<file path="config.mk">
export PLATFORM = sky130hd
export DESIGN_NAME = lisp_token_scanner
export DESIGN_NICKNAME = d
export VERILOG_FILES = /design/src/rtl/lts_pkg.sv /design/src/rtl/lisp_token_scanner.sv /design/src/rtl/lts_scan.sv /design/src/rtl/lts_obuf.sv
export VERILOG_INCLUDE_DIRS = /design/src /design/src/rtl
export SDC_FILE = /design/constraint.sdc
export NUM_CORES = 1
export LEC_CHECK = 0
export ABC_CLOCK_PERIOD_IN_PS = 16600
export BUFFER_PORTS_ARGS = -buffer_cell sky130_fd_sc_hd__clkbuf_2
export CAP_MARGIN = 20
export CORE_ASPECT_RATIO = 0.8
export CORE_MARGIN = 2
export CORE_UTILIZATION = 45
export CTS_BUF_LIST = sky130_fd_sc_hd__clkbuf_8
export CTS_CLUSTER_DIAMETER = 80
export DETAILED_ROUTE_END_ITERATION = 7
export REMOVE_ABC_BUFFERS = 1
export SYNTH_ARGS = -nofsm -noshare
export SYNTH_HDL_FRONTEND = slang
export SYNTH_HIERARCHICAL = 1
export SYNTH_SLANG_ARGS = --single-unit
</file>
<file path="constraint.sdc">
create_clock -name i_clk -period 16.6 [get_ports i_clk]
set_input_delay 0.83 -clock i_clk [delete_from_list [all_inputs] [get_ports i_clk]]
set_output_delay 0.83 -clock i_clk [all_outputs]
set_load 0.02 [all_outputs]
</file>
<file path="src/rtl/lisp_token_scanner_defines.svh">
// ----------------------------------------------------------------------------
// lisp token scanner assertion macros
// shared concurrent assertion forms, clocked on i_clk, off during reset
// ----------------------------------------------------------------------------
`ifndef LISP_TOKEN_SCANNER_DEFINES_SVH
`define LISP_TOKEN_SCANNER_DEFINES_SVH

// antecedent implies consequent in the same cycle
`define LTS_ASSERT_IMP(label, ante, cons, msg) \
    label: assert property (@(posedge i_clk) disable iff (!i_rst_n) (ante) |-> (cons)) \
        else $error(msg);

// expression holds at every edge
`define LTS_ASSERT_HOLD(label, expr, msg) \
    label: assert property (@(posedge i_clk) disable iff (!i_rst_n) (expr)) \
        else $error(msg);

`endif

</file>
<file path="src/rtl/lts_pkg.sv">
// ----------------------------------------------------------------------------
// lts_pkg
// shared types and constants of the lisp token scanner
// ----------------------------------------------------------------------------
package lts_pkg;

    localparam int LENGTH_BITS_DEF = 16;
    localparam int OBUF_DEPTH      = 4;

    typedef enum logic [3:0] {
        T_ATOM     = 4'd0,
        T_STRING   = 4'd1,
        T_INT      = 4'd2,
        T_FLOAT    = 4'd3,
        T_SVAR     = 4'd4,
        T_LVAR     = 4'd5,
        T_LPAREN   = 4'd6,
        T_RPAREN   = 4'd7,
        T_NOT      = 4'd8,
        T_OR       = 4'd9,
        T_AND      = 4'd10,
        T_STOP     = 4'd11,
        T_INSTANCE = 4'd12,
        T_UNKNOWN  = 4'd13
    } t_token_type;

    typedef struct packed {
        t_token_type        ttype;
        logic signed [63:0] ival;
        logic [15:0]        len;
        logic               ovf;
        logic               unt;
        logic               last;
    } t_result;

    // up to two results of one word, slot 0 filled first
    typedef struct packed {
        logic    v0;
        logic    v1;
        t_result r0;
        t_result r1;
    } t_push;

    localparam logic [63:0] MAG_LIMIT = 64'h8000_0000_0000_0000;
    localparam logic [63:0] POS_MAX   = 64'h7FFF_FFFF_FFFF_FFFF;
    localparam logic [63:0] MAG_DIV10 = MAG_LIMIT / 10;

    localparam logic [7:0] CH_NUL    = 8'h00;
    localparam logic [7:0] CH_ETX    = 8'h03;
    localparam logic [7:0] CH_TAB    = 8'h09;
    localparam logic [7:0] CH_LF     = 8'h0A;
    localparam logic [7:0] CH_FF     = 8'h0C;
    localparam logic [7:0] CH_CR     = 8'h0D;
    localparam logic [7:0] CH_SPACE  = 8'h20;
    localparam logic [7:0] CH_QUOTE  = 8'h22;
    localparam logic [7:0] CH_DOLLAR = 8'h24;
    localparam logic [7:0] CH_AMP    = 8'h26;
    localparam logic [7:0] CH_LPAR   = 8'h28;
    localparam logic [7:0] CH_RPAR   = 8'h29;
    localparam logic [7:0] CH_PLUS   = 8'h2B;
    localparam logic [7:0] CH_MINUS  = 8'h2D;
    localparam logic [7:0] CH_DOT    = 8'h2E;
    localparam logic [7:0] CH_ZERO   = 8'h30;
    localparam logic [7:0] CH_NINE   = 8'h39;
    localparam logic [7:0] CH_SEMI   = 8'h3B;
    localparam logic [7:0] CH_LT     = 8'h3C;
    localparam logic [7:0] CH_AT     = 8'h40;
    localparam logic [7:0] CH_UP_E   = 8'h45;
    localparam logic [7:0] CH_LBRK   = 8'h5B;
    localparam logic [7:0] CH_BSLASH = 8'h5C;
    localparam logic [7:0] CH_RBRK   = 8'h5D;
    localparam logic [7:0] CH_LO_E   = 8'h65;
    localparam logic [7:0] CH_BAR    = 8'h7C;
    localparam logic [7:0] CH_TILDE  = 8'h7E;

endpackage

</file>
<file path="src/rtl/lisp_token_scanner.sv">
// ----------------------------------------------------------------------------
// lisp_token_scanner
// streaming lisp tokenizer, one character word in, token words out
// ----------------------------------------------------------------------------
// The scanner takes one character word per clock while the result queue has
// room. A word that only extends a token or gives one token gives at most one
// result word; a word that closes a token and starts a one-character token
// gives two result words, written to the queue together and handed out on
// the output port one after the other. Each input word passes an input
// register, the scanner logic and a four-entry result queue. A word is taken
// while the input register is empty or the queue has room for two results,
// so a stalled output side backs up into the input.
// ----------------------------------------------------------------------------
module lisp_token_scanner
    import lts_pkg::*;
#(
    parameter int LENGTH_BITS = LENGTH_BITS_DEF
) (
    input  logic        i_clk,
    input  logic        i_rst_n,
    input  logic        i_s_tvalid,
    output logic        o_s_tready,
    input  logic [7:0]  i_s_tdata,  // ch
    input  logic        i_s_tuser,  // end_of_input
    output logic        o_m_tvalid,
    input  logic        i_m_tready,
    output logic [87:0] o_m_tdata,  // int_value, token_length, int_overflow, string_unterminated
    output logic [3:0]  o_m_tuser,  // token_type
    output logic        o_m_tlast,
    input  logic        i_cfg_valid,
    output logic        o_cfg_ready,
    input  logic        i_cfg_data  // instance_names_enable
);

    logic    r_inst_en;
    logic    room;
    t_push   push;
    t_result res;

    assign o_cfg_ready = 1'b1;

    always_ff @(posedge i_clk) begin
        if (!i_rst_n) begin
            r_inst_en <= 1'b1;
        end else if (i_cfg_valid) begin
            r_inst_en <= i_cfg_data;
        end
    end

    lts_scan #(
        .LENGTH_BITS(LENGTH_BITS)
    ) u_scan (
        .i_clk    (i_clk),
        .i_rst_n  (i_rst_n),
        .i_valid  (i_s_tvalid),
        .o_ready  (o_s_tready),
        .i_ch     (i_s_tdata),
        .i_eof    (i_s_tuser),
        .i_inst_en(r_inst_en),
        .i_room   (room),
        .o_push   (push)
    );

    lts_obuf u_obuf (
        .i_clk  (i_clk),
        .i_rst_n(i_rst_n),
        .i_push (push),
        .o_room (room),
        .o_valid(o_m_tvalid),
        .i_ready(i_m_tready),
        .o_res  (res)
    );

    assign o_m_tdata = {6'd0, res.unt, res.ovf, res.len, res.ival};
    assign o_m_tuser = res.ttype;
    assign o_m_tlast = res.last;

endmodule

</file>
<file path="src/rtl/lts_scan.sv">
// ----------------------------------------------------------------------------
// lts_scan
// input word register, per-character scanner state and result forming
// ----------------------------------------------------------------------------
`include "lisp_token_scanner_defines.svh"

module lts_scan
    import lts_pkg::*;
#(
    parameter int LENGTH_BITS = LENGTH_BITS_DEF
) (
    input  logic       i_clk,
    input  logic       i_rst_n,
    input  logic       i_valid,
    output logic       o_ready,
    input  logic [7:0] i_ch,
    input  logic       i_eof,
    input  logic       i_inst_en,
    input  logic       i_room,
    output t_push      o_push
);

    localparam int LW = (LENGTH_BITS > 16) ? LENGTH_BITS : 16;
    localparam logic [LENGTH_BITS-1:0] LEN_CAP = {LENGTH_BITS{1'b1}};
    localparam logic [LENGTH_BITS-1:0] LEN_ONE = LENGTH_BITS'(1);

    typedef enum logic [2:0] {
        M_IDLE, M_COMMENT, M_ATOM, M_STRING, M_ESCAPE, M_NUMBER, M_VARMARK
    } t_mode;

    logic                   r_in_valid;
    logic [7:0]             r_ch;
    logic                   r_eof;

    t_mode                  r_mode, n_mode;
    logic [1:0]             r_phase, n_phase;
    logic                   r_digit, n_digit;
    logic                   r_float, n_float;
    logic [1:0]             r_vkind, n_vkind;
    logic [LENGTH_BITS-1:0] r_len, n_len;
    logic                   r_fbrk, n_fbrk;
    logic [7:0]             r_prev, n_prev;
    logic [63:0]            r_mag, n_mag;
    logic                   r_neg, n_neg;
    logic                   r_clamp, n_clamp;

    logic        adv;
    logic        is_dig, is_alpha, is_print, atom_delim, num_delim;
    logic [63:0] dig_val, mag10, mag_sum, acc_mag, neg_val, pos_val, int_val;
    logic        acc_clamp;
    logic [15:0] len16;
    logic [LW-1:0] len_wide;
    logic [LENGTH_BITS-1:0] len_inc;
    t_token_type atom_type;

    logic    fin_v, idl_v, do_idle, take, ds;
    t_result fin, idl;

    assign adv     = r_in_valid && i_room;
    assign o_ready = !r_in_valid || i_room;

    // character classes
    assign is_dig    = (r_ch >= CH_ZERO) && (r_ch <= CH_NINE);
    assign is_alpha  = ((r_ch >= 8'h61) && (r_ch <= 8'h7A)) || ((r_ch >= 8'h41) && (r_ch <= 8'h5A));
    assign is_print  = (r_ch >= CH_SPACE) && (r_ch <= CH_TILDE);
    assign atom_delim = !is_print ||
        (r_ch inside {CH_QUOTE, CH_LPAR, CH_RPAR, CH_AMP, CH_BAR, CH_TILDE, CH_SPACE, CH_SEMI});
    assign num_delim = r_eof || atom_delim || (r_ch == CH_LT);

    // decimal accumulate, x*10 as two shifts
    assign dig_val   = {60'd0, r_ch[3:0]};
    assign mag10     = {r_mag[60:0], 3'b000} + {r_mag[62:0], 1'b0};
    assign mag_sum   = mag10 + dig_val;
    assign acc_clamp = r_clamp || (r_mag > MAG_DIV10) || (mag_sum > MAG_LIMIT);
    assign acc_mag   = acc_clamp ? MAG_LIMIT : mag_sum;

    assign neg_val = (r_mag >= MAG_LIMIT) ? MAG_LIMIT : (64'd0 - r_mag);
    assign pos_val = (r_mag > POS_MAX) ? POS_MAX : r_mag;
    assign int_val = r_neg ? neg_val : pos_val;

    assign len_wide = LW'(r_len);
    assign len16    = (len_wide > LW'(16'hFFFF)) ? 16'hFFFF : len_wide[15:0];
    assign len_inc  = (r_len != LEN_CAP) ? (r_len + LEN_ONE) : r_len;

    always_comb begin
        if (r_vkind == 2'd1) begin
            atom_type = T_SVAR;
        end else if (r_vkind == 2'd2) begin
            atom_type = T_LVAR;
        end else if (i_inst_en && r_fbrk && (r_prev == CH_RBRK) &&
                     (r_len > LENGTH_BITS'(2))) begin
            atom_type = T_INSTANCE;
        end else begin
            atom_type = T_ATOM;
        end
    end

    always_comb begin
        n_mode  = r_mode;
        n_phase = r_phase;
        n_digit = r_digit;
        n_float = r_float;
        n_vkind = r_vkind;
        n_len   = r_len;
        n_fbrk  = r_fbrk;
        n_prev  = r_prev;
        n_mag   = r_mag;
        n_neg   = r_neg;
        n_clamp = r_clamp;
        fin_v   = 1'b0;
        idl_v   = 1'b0;
        do_idle = 1'b0;
        take    = 1'b0;
        ds      = r_digit;
        fin     = '{ttype: T_ATOM, ival: '0, len: len16, ovf: 1'b0, unt: 1'b0, last: 1'b0};
        idl     = '{ttype: T_STOP, ival: '0, len: 16'd1, ovf: 1'b0, unt: 1'b0, last: 1'b1};

        case (r_mode)
            M_COMMENT: begin
                if (r_eof) begin
                    do_idle = 1'b1;
                end else if ((r_ch == CH_LF) || (r_ch == CH_CR)) begin
                    n_mode = M_IDLE;
                end
            end
            M_ATOM: begin
                if (!r_eof && !atom_delim) begin
                    n_len  = len_inc;
                    n_prev = r_ch;
                end else begin
                    fin_v     = 1'b1;
                    fin.ttype = atom_type;
                    do_idle   = 1'b1;
                end
            end
            M_STRING, M_ESCAPE: begin
                if (r_eof) begin
                    fin_v     = 1'b1;
                    fin.ttype = T_STRING;
                    fin.unt   = 1'b1;
                    do_idle   = 1'b1;
                end else if (r_mode == M_ESCAPE) begin
                    n_len  = len_inc;
                    n_prev = r_ch;
                    n_mode = M_STRING;
                end else if (r_ch == CH_QUOTE) begin
                    fin_v     = 1'b1;
                    fin.ttype = T_STRING;
                    do_idle   = 1'b1;
                    idl_v     = 1'b0;
                end else if (r_ch == CH_BSLASH) begin
                    n_mode = M_ESCAPE;
                end else begin
                    n_len  = len_inc;
                    n_prev = r_ch;
                end
            end
            M_NUMBER: begin
                case (r_phase)
                    2'd0: begin
                        if (!r_eof && is_dig) begin
                            n_digit = 1'b1;
                            n_mag   = acc_mag;
                            n_clamp = acc_clamp;
                            take    = 1'b1;
                        end else if (!r_eof && (r_ch == CH_DOT)) begin
                            n_float = 1'b1;
                            n_phase = 2'd1;
                            take    = 1'b1;
                        end else if (!r_eof && ((r_ch == CH_LO_E) || (r_ch == CH_UP_E))) begin
                            n_float = 1'b1;
                            n_phase = 2'd2;
                            take    = 1'b1;
                        end
                    end
                    2'd1: begin
                        if (!r_eof && is_dig) begin
                            n_digit = 1'b1;
                            take    = 1'b1;
                        end else if (!r_eof && ((r_ch == CH_LO_E) || (r_ch == CH_UP_E))) begin
                            n_phase = 2'd2;
                            take    = 1'b1;
                        end
                    end
                    2'd2: begin
                        if (!r_eof && (is_dig || (r_ch == CH_PLUS) || (r_ch == CH_MINUS))) begin
                            n_phase = 2'd3;
                            take    = 1'b1;
                        end else if (num_delim) begin
                            ds = 1'b0;
                        end
                    end
                    default: begin
                        if (!r_eof && is_dig) begin
                            take = 1'b1;
                        end else if (num_delim &&
                                     ((r_prev == CH_PLUS) || (r_prev == CH_MINUS))) begin
                            ds = 1'b0;
                        end
                    end
                endcase
                if (take) begin
                    n_len  = len_inc;
                    n_prev = r_ch;
                end else if (num_delim) begin
                    fin_v = 1'b1;
                    if (!ds) begin
                        fin.ttype = T_ATOM;
                    end else if (r_float) begin
                        fin.ttype = T_FLOAT;
                    end else begin
                        fin.ttype = T_INT;
                        fin.ival  = int_val;
                        fin.ovf   = (int_val == POS_MAX) || (int_val == MAG_LIMIT);
                    end
                    do_idle = 1'b1;
                end else begin
                    // number text turns into an atom
                    n_mode  = M_ATOM;
                    n_vkind = 2'd0;
                    n_fbrk  = 1'b0;
                    n_len   = len_inc;
                    n_prev  = r_ch;
                end
            end
            M_VARMARK: begin
                if (!r_eof && is_alpha) begin
                    n_mode = M_ATOM;
                    n_len  = len_inc;
                    n_prev = r_ch;
                end else begin
                    fin_v     = 1'b1;
                    fin.ttype = T_UNKNOWN;
                    fin.len   = 16'd1;
                    do_idle   = 1'b1;
                end
            end
            default: begin
                do_idle = 1'b1;
            end
        endcase

        // closing quote only clears state, no second token
        if ((r_mode == M_STRING) && !r_eof && (r_ch == CH_QUOTE)) begin
            do_idle = 1'b0;
            n_mode  = M_IDLE;
            n_len   = '0;
            n_prev  = '0;
        end

        if (do_idle) begin
            n_mode  = M_IDLE;
            n_phase = 2'd0;
            n_digit = 1'b0;
            n_float = 1'b0;
            n_vkind = 2'd0;
            n_len   = '0;
            n_fbrk  = 1'b0;
            n_prev  = '0;
            n_mag   = '0;
            n_neg   = 1'b0;
            n_clamp = 1'b0;
            if (r_eof || (r_ch == CH_NUL) || (r_ch == CH_ETX)) begin
                idl_v   = 1'b1;
                idl.len = 16'd0;
            end else if (r_ch inside {CH_SPACE, CH_LF, CH_FF, CH_CR, CH_TAB}) begin
                idl_v = 1'b0;
            end else if (r_ch == CH_SEMI) begin
                n_mode = M_COMMENT;
            end else if (is_dig) begin
                n_mode  = M_NUMBER;
                n_digit = 1'b1;
                n_mag   = dig_val;
                n_len   = LEN_ONE;
                n_prev  = r_ch;
            end else if ((r_ch == CH_PLUS) || (r_ch == CH_MINUS)) begin
                n_mode = M_NUMBER;
                n_neg  = (r_ch == CH_MINUS);
                n_len  = LEN_ONE;
                n_prev = r_ch;
            end else if (r_ch == CH_DOT) begin
                n_mode  = M_NUMBER;
                n_phase = 2'd1;
                n_float = 1'b1;
                n_len   = LEN_ONE;
                n_prev  = r_ch;
            end else if (r_ch == CH_QUOTE) begin
                n_mode = M_STRING;
            end else if ((r_ch == CH_DOLLAR) || (r_ch == CH_AT)) begin
                n_mode  = M_VARMARK;
                n_vkind = (r_ch == CH_DOLLAR) ? 2'd1 : 2'd2;
                n_len   = LEN_ONE;
                n_prev  = r_ch;
            end else if (r_ch == CH_LPAR) begin
                idl_v     = 1'b1;
                idl.ttype = T_LPAREN;
            end else if (r_ch == CH_RPAR) begin
                idl_v     = 1'b1;
                idl.ttype = T_RPAREN;
            end else if (r_ch == CH_TILDE) begin
                idl_v     = 1'b1;
                idl.ttype = T_NOT;
            end else if (r_ch == CH_BAR) begin
                idl_v     = 1'b1;
                idl.ttype = T_OR;
            end else if (r_ch == CH_AMP) begin
                idl_v     = 1'b1;
                idl.ttype = T_AND;
            end else if (is_print) begin
                n_mode = M_ATOM;
                n_fbrk = (r_ch == CH_LBRK);
                n_len  = LEN_ONE;
                n_prev = r_ch;
            end else begin
                idl_v     = 1'b1;
                idl.ttype = T_UNKNOWN;
            end
        end

        fin.last = !idl_v;
    end

    always_comb begin
        o_push.v0 = adv && (fin_v || idl_v);
        o_push.v1 = adv && fin_v && idl_v;
        o_push.r0 = fin_v ? fin : idl;
        o_push.r1 = idl;
    end

    always_ff @(posedge i_clk) begin
        if (!i_rst_n) begin
            r_in_valid <= 1'b0;
            r_mode     <= M_IDLE;
            r_phase    <= 2'd0;
            r_digit    <= 1'b0;
            r_float    <= 1'b0;
            r_vkind    <= 2'd0;
            r_len      <= '0;
            r_fbrk     <= 1'b0;
            r_prev     <= '0;
            r_mag      <= '0;
            r_neg      <= 1'b0;
            r_clamp    <= 1'b0;
        end else begin
            if (i_valid && o_ready) begin
                r_in_valid <= 1'b1;
            end else if (adv) begin
                r_in_valid <= 1'b0;
            end
            if (adv) begin
                r_mode  <= n_mode;
                r_phase <= n_phase;
                r_digit <= n_digit;
                r_float <= n_float;
                r_vkind <= n_vkind;
                r_len   <= n_len;
                r_fbrk  <= n_fbrk;
                r_prev  <= n_prev;
                r_mag   <= n_mag;
                r_neg   <= n_neg;
                r_clamp <= n_clamp;
            end
        end
    end

    always_ff @(posedge i_clk) begin
        if (i_valid && o_ready) begin
            r_ch  <= i_ch;
            r_eof <= i_eof;
        end
    end

    `LTS_ASSERT_IMP(a_idle_clear, r_mode == M_IDLE, (r_len == '0) && (r_mag == '0) && !r_clamp, "idle state not cleared")
    `LTS_ASSERT_IMP(a_two_order, o_push.v1, o_push.v0 && !o_push.r0.last && o_push.r1.last, "second result out of order")
    `LTS_ASSERT_IMP(a_ovf_int, o_push.v0 && o_push.r0.ovf, o_push.r0.ttype == T_INT, "overflow flag on non-integer")

endmodule

</file>
<file path="src/rtl/lts_obuf.sv">
// ----------------------------------------------------------------------------
// lts_obuf
// small result queue, takes up to two results a cycle, hands out one
// ----------------------------------------------------------------------------
`include "lisp_token_scanner_defines.svh"

module lts_obuf
    import lts_pkg::*;
(
    input  logic    i_clk,
    input  logic    i_rst_n,
    input  t_push   i_push,
    output logic    o_room,
    output logic    o_valid,
    input  logic    i_ready,
    output t_result o_res
);

    localparam int PW = $clog2(OBUF_DEPTH);
    localparam int CW = $clog2(OBUF_DEPTH + 1);
    localparam logic [CW-1:0] CNT_ROOM = CW'(OBUF_DEPTH - 2);
    localparam logic [CW-1:0] CNT_MAX  = CW'(OBUF_DEPTH);

    t_result       r_mem [OBUF_DEPTH];
    logic [PW-1:0] r_wp, r_rp;
    logic [CW-1:0] r_count;
    logic [PW-1:0] wp_next;
    logic          pop;
    logic [CW-1:0] n_push;

    assign o_room  = (r_count <= CNT_ROOM);
    assign o_valid = (r_count != '0);
    assign o_res   = r_mem[r_rp];
    assign pop     = o_valid && i_ready;
    assign wp_next = r_wp + PW'(1);
    assign n_push  = CW'(i_push.v0) + CW'(i_push.v1);

    always_ff @(posedge i_clk) begin
        if (!i_rst_n) begin
            r_wp    <= '0;
            r_rp    <= '0;
            r_count <= '0;
        end else begin
            r_wp    <= r_wp + PW'(n_push);
            r_rp    <= r_rp + PW'(pop);
            r_count <= r_count + n_push - CW'(pop);
        end
    end

    always_ff @(posedge i_clk) begin
        if (i_push.v0) begin
            r_mem[r_wp] <= i_push.r0;
        end
        if (i_push.v1) begin
            r_mem[wp_next] <= i_push.r1;
        end
    end

    `LTS_ASSERT_HOLD(a_cnt_max, r_count <= CNT_MAX, "result queue overrun")
    `LTS_ASSERT_IMP(a_push_room, i_push.v0, r_count <= CNT_ROOM, "push without room")
    `LTS_ASSERT_IMP(a_pair, i_push.v1, i_push.v0, "second slot without first")

endmodule
</file>
Word-level counts from Yosys, hierarchy flattened
Memories as Yosys holds them, arrays and structs flattened. A register that Yosys moved wholly into a read port is not among the register bits.
Index checks and enable logic that the tools add are counted.
{ "classes": {"n_lt_le_gt_ge": 15, "n_eq_ne": 56, "n_addsub": 10, "muxes": 253, "n_reduce_logical": 69} }
{ "op_table": {"columns": ["op", "count"], "rows": [
  ["2-to-1 mux 64 bit", 14],
  ["2-to-1 mux 16 bit", 28],
  ["2-to-1 mux 8 bit", 24],
  ["2-to-1 mux 68 bit", 2],
  ["== test 8 x 6 -> 1 bit (second input constant)", 13],
  ["2-to-1 mux 1 bit", 100],
  ["2-to-1 mux 4 bit", 23],
  ["2-to-1 mux 87 bit", 1],
  ["2-to-1 mux 3 bit", 25],
  ["adder 64 x 4 -> 64 bit", 1],
  ["adder 64 bit", 1],
  ["== test 64 x 63 -> 1 bit (second input constant)", 1],
  ["== test 64 bit (second input constant)", 1],
  ["== test 8 x 7 -> 1 bit (second input constant)", 8],
  [">= comparator 64 bit (second input constant)", 1],
  ["greater-than comparator 64 x 60 -> 1 bit (second input constant)", 1],
  ["greater-than comparator 64 x 63 -> 1 bit (second input constant)", 1],
  ["greater-than comparator 64 bit (second input constant)", 1],
  ["one-hot mux 16 bit (4 select lines)", 1],
  ["subtractor 1 x 64 -> 64 bit (first input constant)", 1],
  ["2-to-1 mux 2 bit", 27],
  ["== test 8 x 4 -> 1 bit (second input constant)", 4],
  ["one-hot mux 8 bit (4 select lines)", 1],
  ["less-or-equal comparator 8 x 7 -> 1 bit (second input constant)", 3],
  ["other kinds (56)", 120]
]} }
{ "word_totals": {"in_bits": 15, "ram_bits": 348, "wordCells": 422, "out_inout_bits": 96, "reg_bits": 118, "n_memories": 1} }
{ "mem_list": {"columns": ["name", "words", "word_bits", "read_ports", "rd_clocked_by_memory_dff", "write_ports", "line_no", "source"], "rows": [
  ["u_obuf.r_mem", 4, 87, 1, 1, 2, "lts_obuf.sv:24", "t_result r_mem [OBUF_DEPTH];"]
]} }

Logic depth before layout (Yosys ltp)
Gate-level depths: netlist (run 1).
{ "depth": {"word_depth": 22, "ltp_mapped": 22, "mapped_depth_nobuf": 19} }

Cells and area by module
The synthesis (run 1) kept the hierarchy.
{ "by_module_without_submodules": {"columns": ["module", "cells_per_inst", "area_each_um2", "n_inst"], "rows": [
  ["lts_obuf", 884, 17080.1, 1],
  ["lts_scan", 2201, 15229.6, 1],
  ["lisp_token_scanner", 12, 93.8, 1]
]} }

Least setup slack after synthesis (run 1)
Ideal clock, no wire load.
{ "synth_timing": {"path_type": "reg2reg", "from": "reg u_scan.r_ch[4]", "to": "mem u_obuf/r_mem[0][0] (netlist bit) (enable)", "t_required_ns": 15.948, "stages_incl_launch_ff": 14, "setup_time_ns": 0.652, "synth_period_minus_slack_ns": 9.725, "t_arrival_ns": 9.072, "n_path_buf": 2, "setup_slack_ns": 6.875, "cell_sequence": "edfxtp_1 -> clkbuf_1 -> nor4b_1 -> a22oi_1 -> o211ai_1 -> nor3_1 -> o211a_1 -> o311ai_2 -> o41a_1 -> buf_2 -> nand2_1 -> a21oi_1 -> nand2b_1 -> o21ai_0"} }
{ "synth_rtl": {"columns": ["item", "line_no", "source"], "rows": [
  ["start, declared", "lts_scan.sv:32", "logic [7:0] r_ch;"],
  ["start signal, assigned", "lts_scan.sv:368", "r_ch <= i_ch;"],
  ["end, declared", "lts_obuf.sv:24", null]
]} }

==> qor.yml, run 1 <==
outcome: "completed"
start_util_pct: 45.7
first_global_vias: 25000
finalSetupViolations: 0
synthMuxAreaShare_pct: 19.0
grt_use_total_pct: 26.0
cts_buffers: 72
core_area_mm2: 0.0709
maxSlewViolCount: 0
dieArea_mm2: 0.0742
critPathBufInv: 1
io_buffers: 103
die_h_um: 244
rows: 87
cp_top_family: "simple AND/OR/NAND/NOR gates"
dr.pass1.iters: 6
avgViaCountPerCell: 6.26
synth_edf_count: 357
dr_total_vias: 25600
worstPathRequired_ns: 16.84
tightestPinTransition_ns: 1.20
postSynthCellCount: 3097
syn_area_mm2: 0.0324
ys_warn_count: 6
crit_path_max_incr_delay_ns: 0.89
rsz0062_at_grt: "no"
power_density_mw_per_mm2: 95.8
finalSetupTns_ns: 0
ir_drop_mv: 0.0905
nNetsFinal: 3254
cts-root-buf: "clkbuf_8"
synth.yosys.seq_area_share_pct: 39.8
synth_top_area_cell: "edfxtp_1"
clock_latency_ns: 0.65
hpwlAfterDp_mm: 69.5
synth_top_area_share_pct: 33.1
maxCapViolCount: 0
cp_cell_sequence: "nor4b_1 -> a22oi_1 -> o211ai_1 -> o21ai_0 -> o211a_1 -> o311ai_4 -> o41a_1 -> nand2_1 -> or2_2 -> nor2_1 -> mux2i_1 -> nor2_4 -> buf_4"
drc: 0
clock_path_buffers: 3
cts_tree: "built"
p_leak_nw: 13.2
synth_compound_area_share_pct: 13.4
critical_path_class: "reg -> reg"
grt_pass1_wl_mm: 151
postCtsResizedCells: 0
place.gp.congestion: 0.937
cts.sinks: 466
synth_top_family_by_area: "multiplexers"
antenna_found_initial: 2
gr-total-overflow: 0
ios: 111
max_freq_mhz: 142
wl_per_cell_um: 24.1
worstPathArrival_ns: 7.27
die_w_um: 304
synthTopCellsByArea: "edfxtp_1, mux2_2, dfxtp_1"
cts.clk_slew.worst_paths_ns: 0.06
grt_max_degree: 70
worst_setup_path_start_kind: "flop"
ys_ff_latch: 466
synth.distinct_cells: 103
synthXorXnorAreaFrac_pct: 1.68
crit_slowest_cell: "nor4b_1"
timing_hold_violations_final: 0
syn_avg_cell_area_um2: 10.5
power_mw: 3.30
drt-total-wl_mm: 98.5
finalCritPeriodShare_pct: 42.3
hold_buffers: 0
post_synth_fa_ha_maj_area_fraction_pct: 5.40
synthArstFlopShare_pct: 0
endpoint_kind: "flop"
cts_max_level: 3
post_cts_buffers: 0
synthSimpleGateAreaFrac_pct: 15.3
area_growth_syn_to_layout_pct: 6.40
fin_crit_ns: 7.03
drive_gt1_share_pct: 21.3
drt_iter0_drc: 2555
hp-class: "in -> reg"
ys.flop_type: "edfxtp_1"
postRouteAntennaNets: 0
finalClockSkew_ns: 0.0309
crit_path_max_fanout: 59
relSlewSlack_pct: 19.3
-- state kept, by name (all words and copies together), names as in the netlist, 2 cells and up --
name	count
u_obuf/r_wp	2
u_scan/r_phase	2
u_scan/r_vkind	2
u_scan/len_wide	16
u_scan/r_ch	8
u_scan/r_mag	64
u_obuf/r_count	3
u_obuf/r_mem	348
u_obuf/r_rp	2
u_scan/r_prev	8
u_scan/r_mode	3
-- layer usage --
layer / vias up / global-route usage [%] / share of wire (%)
li1: 11700 / - / -
met1: 12900 / 38.6 / 47
met2: 927 / 40.9 / 45
met3: 103 / 3.52 / 6.4
met4: 2 / 4.76 / 1.3
met5: - / 0 / 0.013
-- worst reg2reg max path: stages, from the launching register on --
cell	delay [ns]
edfxtp_1	0.63
nor4b_1	0.89
a22oi_1	0.22
o211ai_1	0.55
o21ai_0	0.29
o211a_1	0.36
o311ai_4	0.13
o41a_1	0.54
nand2_1	0.13
or2_2	0.35
nor2_1	0.47
mux2i_1	0.29
nor2_4	0.83
buf_4	0.89
-- cells by family (layout without fill, tap and decap cells) --
kind of cell	count (synthesis)	in the layout
buffers and inverters	337	313
other	4	90
AOI/OAI and AO/OA	656	656
and+or+nand+nor	974	974
xor gates and xnor gates	59	59
muxes	463	463
DFF	466	466
adders and majority gates	138	138
-- final cells by class --
class | count | area, um2
fillers | 6473 | 36400
multi-input cells | 2379 | 18200
flip-flops and latches | 466 | 12900
well taps | 934 | 1170
clock buffers | 74 | 1020
repair buffers | 134 | 743
clock inverters | 57 | 274
inverters | 48 | 180
diodes | 1 | 2.50
-- per-stage QoR --
step                      utilization [%]  instances  hold WS (ns)  setup slack, ns  instance area, um2
final                                48.7       4093         0.358             9.57               34500
after detailed placement             46.8       3960         0.482             9.73               33200
after floorplan                         -       2893         0.441             4.52               31200
after global routing                 48.7       4092         0.320             9.13               34500
after global placement               46.8       3959         0.460             9.80               33200
after CTS                            48.6       4091         0.310             9.65               34500
-- cell usage after synthesis, types with 12 or more instances --
master	count
inv_1	46
buf_4	97
clkbuf_1	129
nand3b_1	14
o31ai_1	20
o21ai_1	15
o22a_1	12
nor2b_1	38
ha_1	135
xnor2_1	33
edfxtp_1	357
buf_2	51
mux4_2	87
o211ai_1	26
a21oi_1	171
or4_1	24
nor2_1	334
mux2_1	30
nor4_1	33
a21o_1	25
a211oi_1	33
and3_1	20
nand2b_1	17
a22oi_1	47
o21ai_0	112
o22ai_1	22
mux2i_1	27
dfxtp_1	109
o21a_1	26
a31oi_1	22
nor3_1	49
mux2_2	319
nand4_1	63
nand2_1	185
nand3_1	49
or3_1	28
and2_1	44
xor2_1	24
-- path summary, 6_finish.rpt --
kind | from | end | depth (start not counted) | slack (ns)
max | u_scan/r_ch[4] | u_obuf/r_mem[1][79] | 13 | 9.57
min | i_s_tdata[5] | u_scan/r_ch[5] | 1 | 0.36
max reg2reg | u_scan/r_ch[4] | u_obuf/r_mem[1][79] | 13 | 9.57
min reg2reg | u_scan/r_vkind[1] | u_scan/r_vkind[1] | 2 | 0.49
-- layout by cell type, fill, tap and decap left out, types with 87 or more instances in the layout --
cell      count
o21ai_0     110
mux4_2       87
mux2_2      319
nor2_1      333
edfxtp_1    357
clkbuf_2    104
nand2_1     185
conb_1       89
a21oi_1     171
ha_1        135
dfxtp_1     105
-- where the power goes --
| part | switching (mW) | internal, mW |
|---|---|---|
| clock | 0.461 | 0.433 |
| sequential | 0.0701 | 1.35 |
| combinational | 0.610 | 0.374 |
Power figures use the tool's default switching activity.
==> run 2: changes to the inputs <==
--- a/config.mk
+++ b/config.mk
@@ -6,7 +6,7 @@
 export SDC_FILE = /design/constraint.sdc
 export NUM_CORES = 1
 export LEC_CHECK = 0
-export ABC_CLOCK_PERIOD_IN_PS = 16600
+export ABC_CLOCK_PERIOD_IN_PS = 7200
 export BUFFER_PORTS_ARGS = -buffer_cell sky130_fd_sc_hd__clkbuf_2
 export CAP_MARGIN = 20
 export CORE_ASPECT_RATIO = 0.8
==> constraint.sdc (replaced) <==
create_clock -name i_clk -period 7.2 [get_ports i_clk]
set_input_delay 0.36 -clock i_clk [delete_from_list [all_inputs] [get_ports i_clk]]
set_output_delay 0.36 -clock i_clk [all_outputs]
set_load 0.02 [all_outputs]
==> run 2 against run 1 <==
Against the previous run:
- clock skew grew 0.00068 ns
- via count down 0.14%
- routed wire length up 2.4%
- highest routed layer is now met4
- largest cell class unchanged
- setup slack lost 8.5 ns
- register-to-register slack worse by 8.5 ns
- critical path type unchanged
- critical path depth rose by 1
- largest power group unchanged
- global-route usage is 0.77 points higher
- first-iteration DRC count grew 3.0%
==> qor.yml, run 2 (synthesized netlist as in run 1, its figures left out) <==
outcome: "completed"
die_w_um: 304
hpwlAfterDp_mm: 71.5
r2r-start: "u_scan/r_ch[5]"
r2r_end: "u_obuf/r_mem[1][4]"
cts_tree: "built"
top_register: "u_obuf/r_mem"
gr-total-overflow: 0
worstPathRequired_ns: 7.61
cp_cell_sequence: "nor4b_1 -> a22oi_1 -> o211ai_1 -> o21ai_0 -> o211a_1 -> o311ai_4 -> o41a_1 -> buf_4 -> nand2_1 -> or2_2 -> nor2_1 -> nor3b_4 -> buf_4 -> mux2_2"
drc: 0
crit_slowest_cell: "nor3b_4"
cts.clk_slew.worst_paths_ns: 0.06
ios: 111
rsz0062_at_grt: "no"
finalCritPeriodShare_pct: 85.6
hp-start: "i_m_tready"
fin_crit_ns: 6.16
p_leak_nw: 13.7
final_cell_mix: "edfxtp_1, nor2_1, mux2_2"
fillers: 6443
crit_path_max_incr_delay_ns: 0.77
maxCapViolCount: 0
start_util_pct: 45.7
drt-total-wl_mm: 101
dr.pass1.iters: 5
relSlewSlack_pct: 34.1
finalSetupTns_ns: 0
grt_max_degree: 84
clock_latency_ns: 0.68
finalSetupViolations: 0
hold_ws_ns: 0.157
first_global_vias: 25000
multiInputGateArea_mm2: 0.0182
cp_common_cell: "buf_4"
nNetsFinal: 3289
cts_buffers: 74
worst_setup_path_start_kind: "flop"
grt_use_total_pct: 26.8
cts.sinks: 466
drt_iter0_drc: 2632
max_freq_mhz: 162
fin_cells: 4136
dp_cells: 3981
crit_path_max_fanout: 15
rr_worst_depth: 14
worstPathArrival_ns: 6.57
r2r_slack_ns: 1.04
avgViaCountPerCell: 6.19
power_density_mw_per_mm2: 219
worstSetupStartpoint: "u_scan/r_ch[5]"
core_area_mm2: 0.0709
largest_reg_flops: 348
cts_max_level: 3
antenna_found_initial: 5
cts-root-buf: "clkbuf_8"
ir_drop_mv: 0.374
crit_end: "u_obuf/r_mem[1][4]"
die_h_um: 244
drive_gt1_share_pct: 22.0
timing_hold_violations_final: 0
critical_path_class: "reg -> reg"
postRouteAntennaNets: 0
clock_path_buffers: 3
tightestPinTransition_ns: 0.985
dieArea_mm2: 0.0742
final-seq-area_mm2: 0.0129
endpoint_kind: "flop"
io_buffers: 103
area_growth_syn_to_layout_pct: 7.95
rows: 87
finalClockSkew_ns: 0.0316
place.gp.congestion: 0.969
hp-class: "in -> reg"
grt_pass1_wl_mm: 154
maxSlewViolCount: 0
dr_total_vias: 25600
wl_per_cell_um: 24.4
final_common_cell: "edfxtp_1"
## run 2: per-layer routing
layer | up-vias | track usage, % | share of wire, %
met4 | 0 | 6.92 | 2.4
li1 | 11800 | - | -
met3 | 164 | 5.89 | 7.1
met1 | 12700 | 38.1 | 46
met2 | 934 | 41.4 | 45
met5 | - | 0 | 0
## run 2: where the power goes
group,internal [mW],total (mW),switching (mW)
Clock,1.09,2.19,1.10
Sequential,3.08,3.25,0.163
Combinational,0.866,2.22,1.35
## run 2: through the flow
stage | utilization, % | worst slack (ns) | power, mW | area (um2)
2_1_floorplan | - | -4.88 | 4.88 | 31200
3_3_place_gp | 47.1 | 1.11 | 5.50 | 33400
3_5_place_dp | 47.2 | 1.16 | 5.52 | 33400
4_1_cts | 49.3 | 1.12 | 7.73 | 35000
5_1_grt | 49.4 | 0.684 | 8.01 | 35000
6_report | 49.4 | 1.04 | 7.66 | 35000
## run 2: final cells by class
type	instances	share of cell area, %
Multi-Input combinational cell	2379	52.0
Sequential cell	466	36.9
Tap cell	934	3.34
Timing Repair Buffer	167	3.22
Clock buffer	79	3.11
Clock inverter	59	0.883
Inverter	48	0.515
Antenna cell	4	0.0286
## run 2: what timing repair did
action	4_1_cts	5_1_grt
hold buffers	12	0
hold endpoints to repair	11	0
gates resized for setup	0	0
buffers inserted	0	0
## run 2: worst min path at each step
| stage | end | slack, ns | depth (start not counted) |
|---|---|---|---|
| 2_1_floorplan | r_inst_en | 0.42 | 1 |
| 3_3_place_gp | u_scan/r_prev[7] | 0.47 | 2 |
| 3_5_place_dp | u_scan/r_vkind[1] | 0.48 | 2 |
| 4_1_cts | u_obuf/r_rp[0] | 0.11 | 4 |
| 5_1_grt | u_obuf/r_rp[0] | 0.15 | 4 |
| 6_report | u_obuf/r_rp[0] | 0.16 | 4 |
## run 2: worst max-delay path: cells and delay by family, from the launching register on
kind | cells | cell delay (ns)
compound gates | 6 | 1.81
flops | 1 | 0.61
simple gates | 5 | 2.48
mux | 1 | 0.38
buf+inv | 2 | 0.61
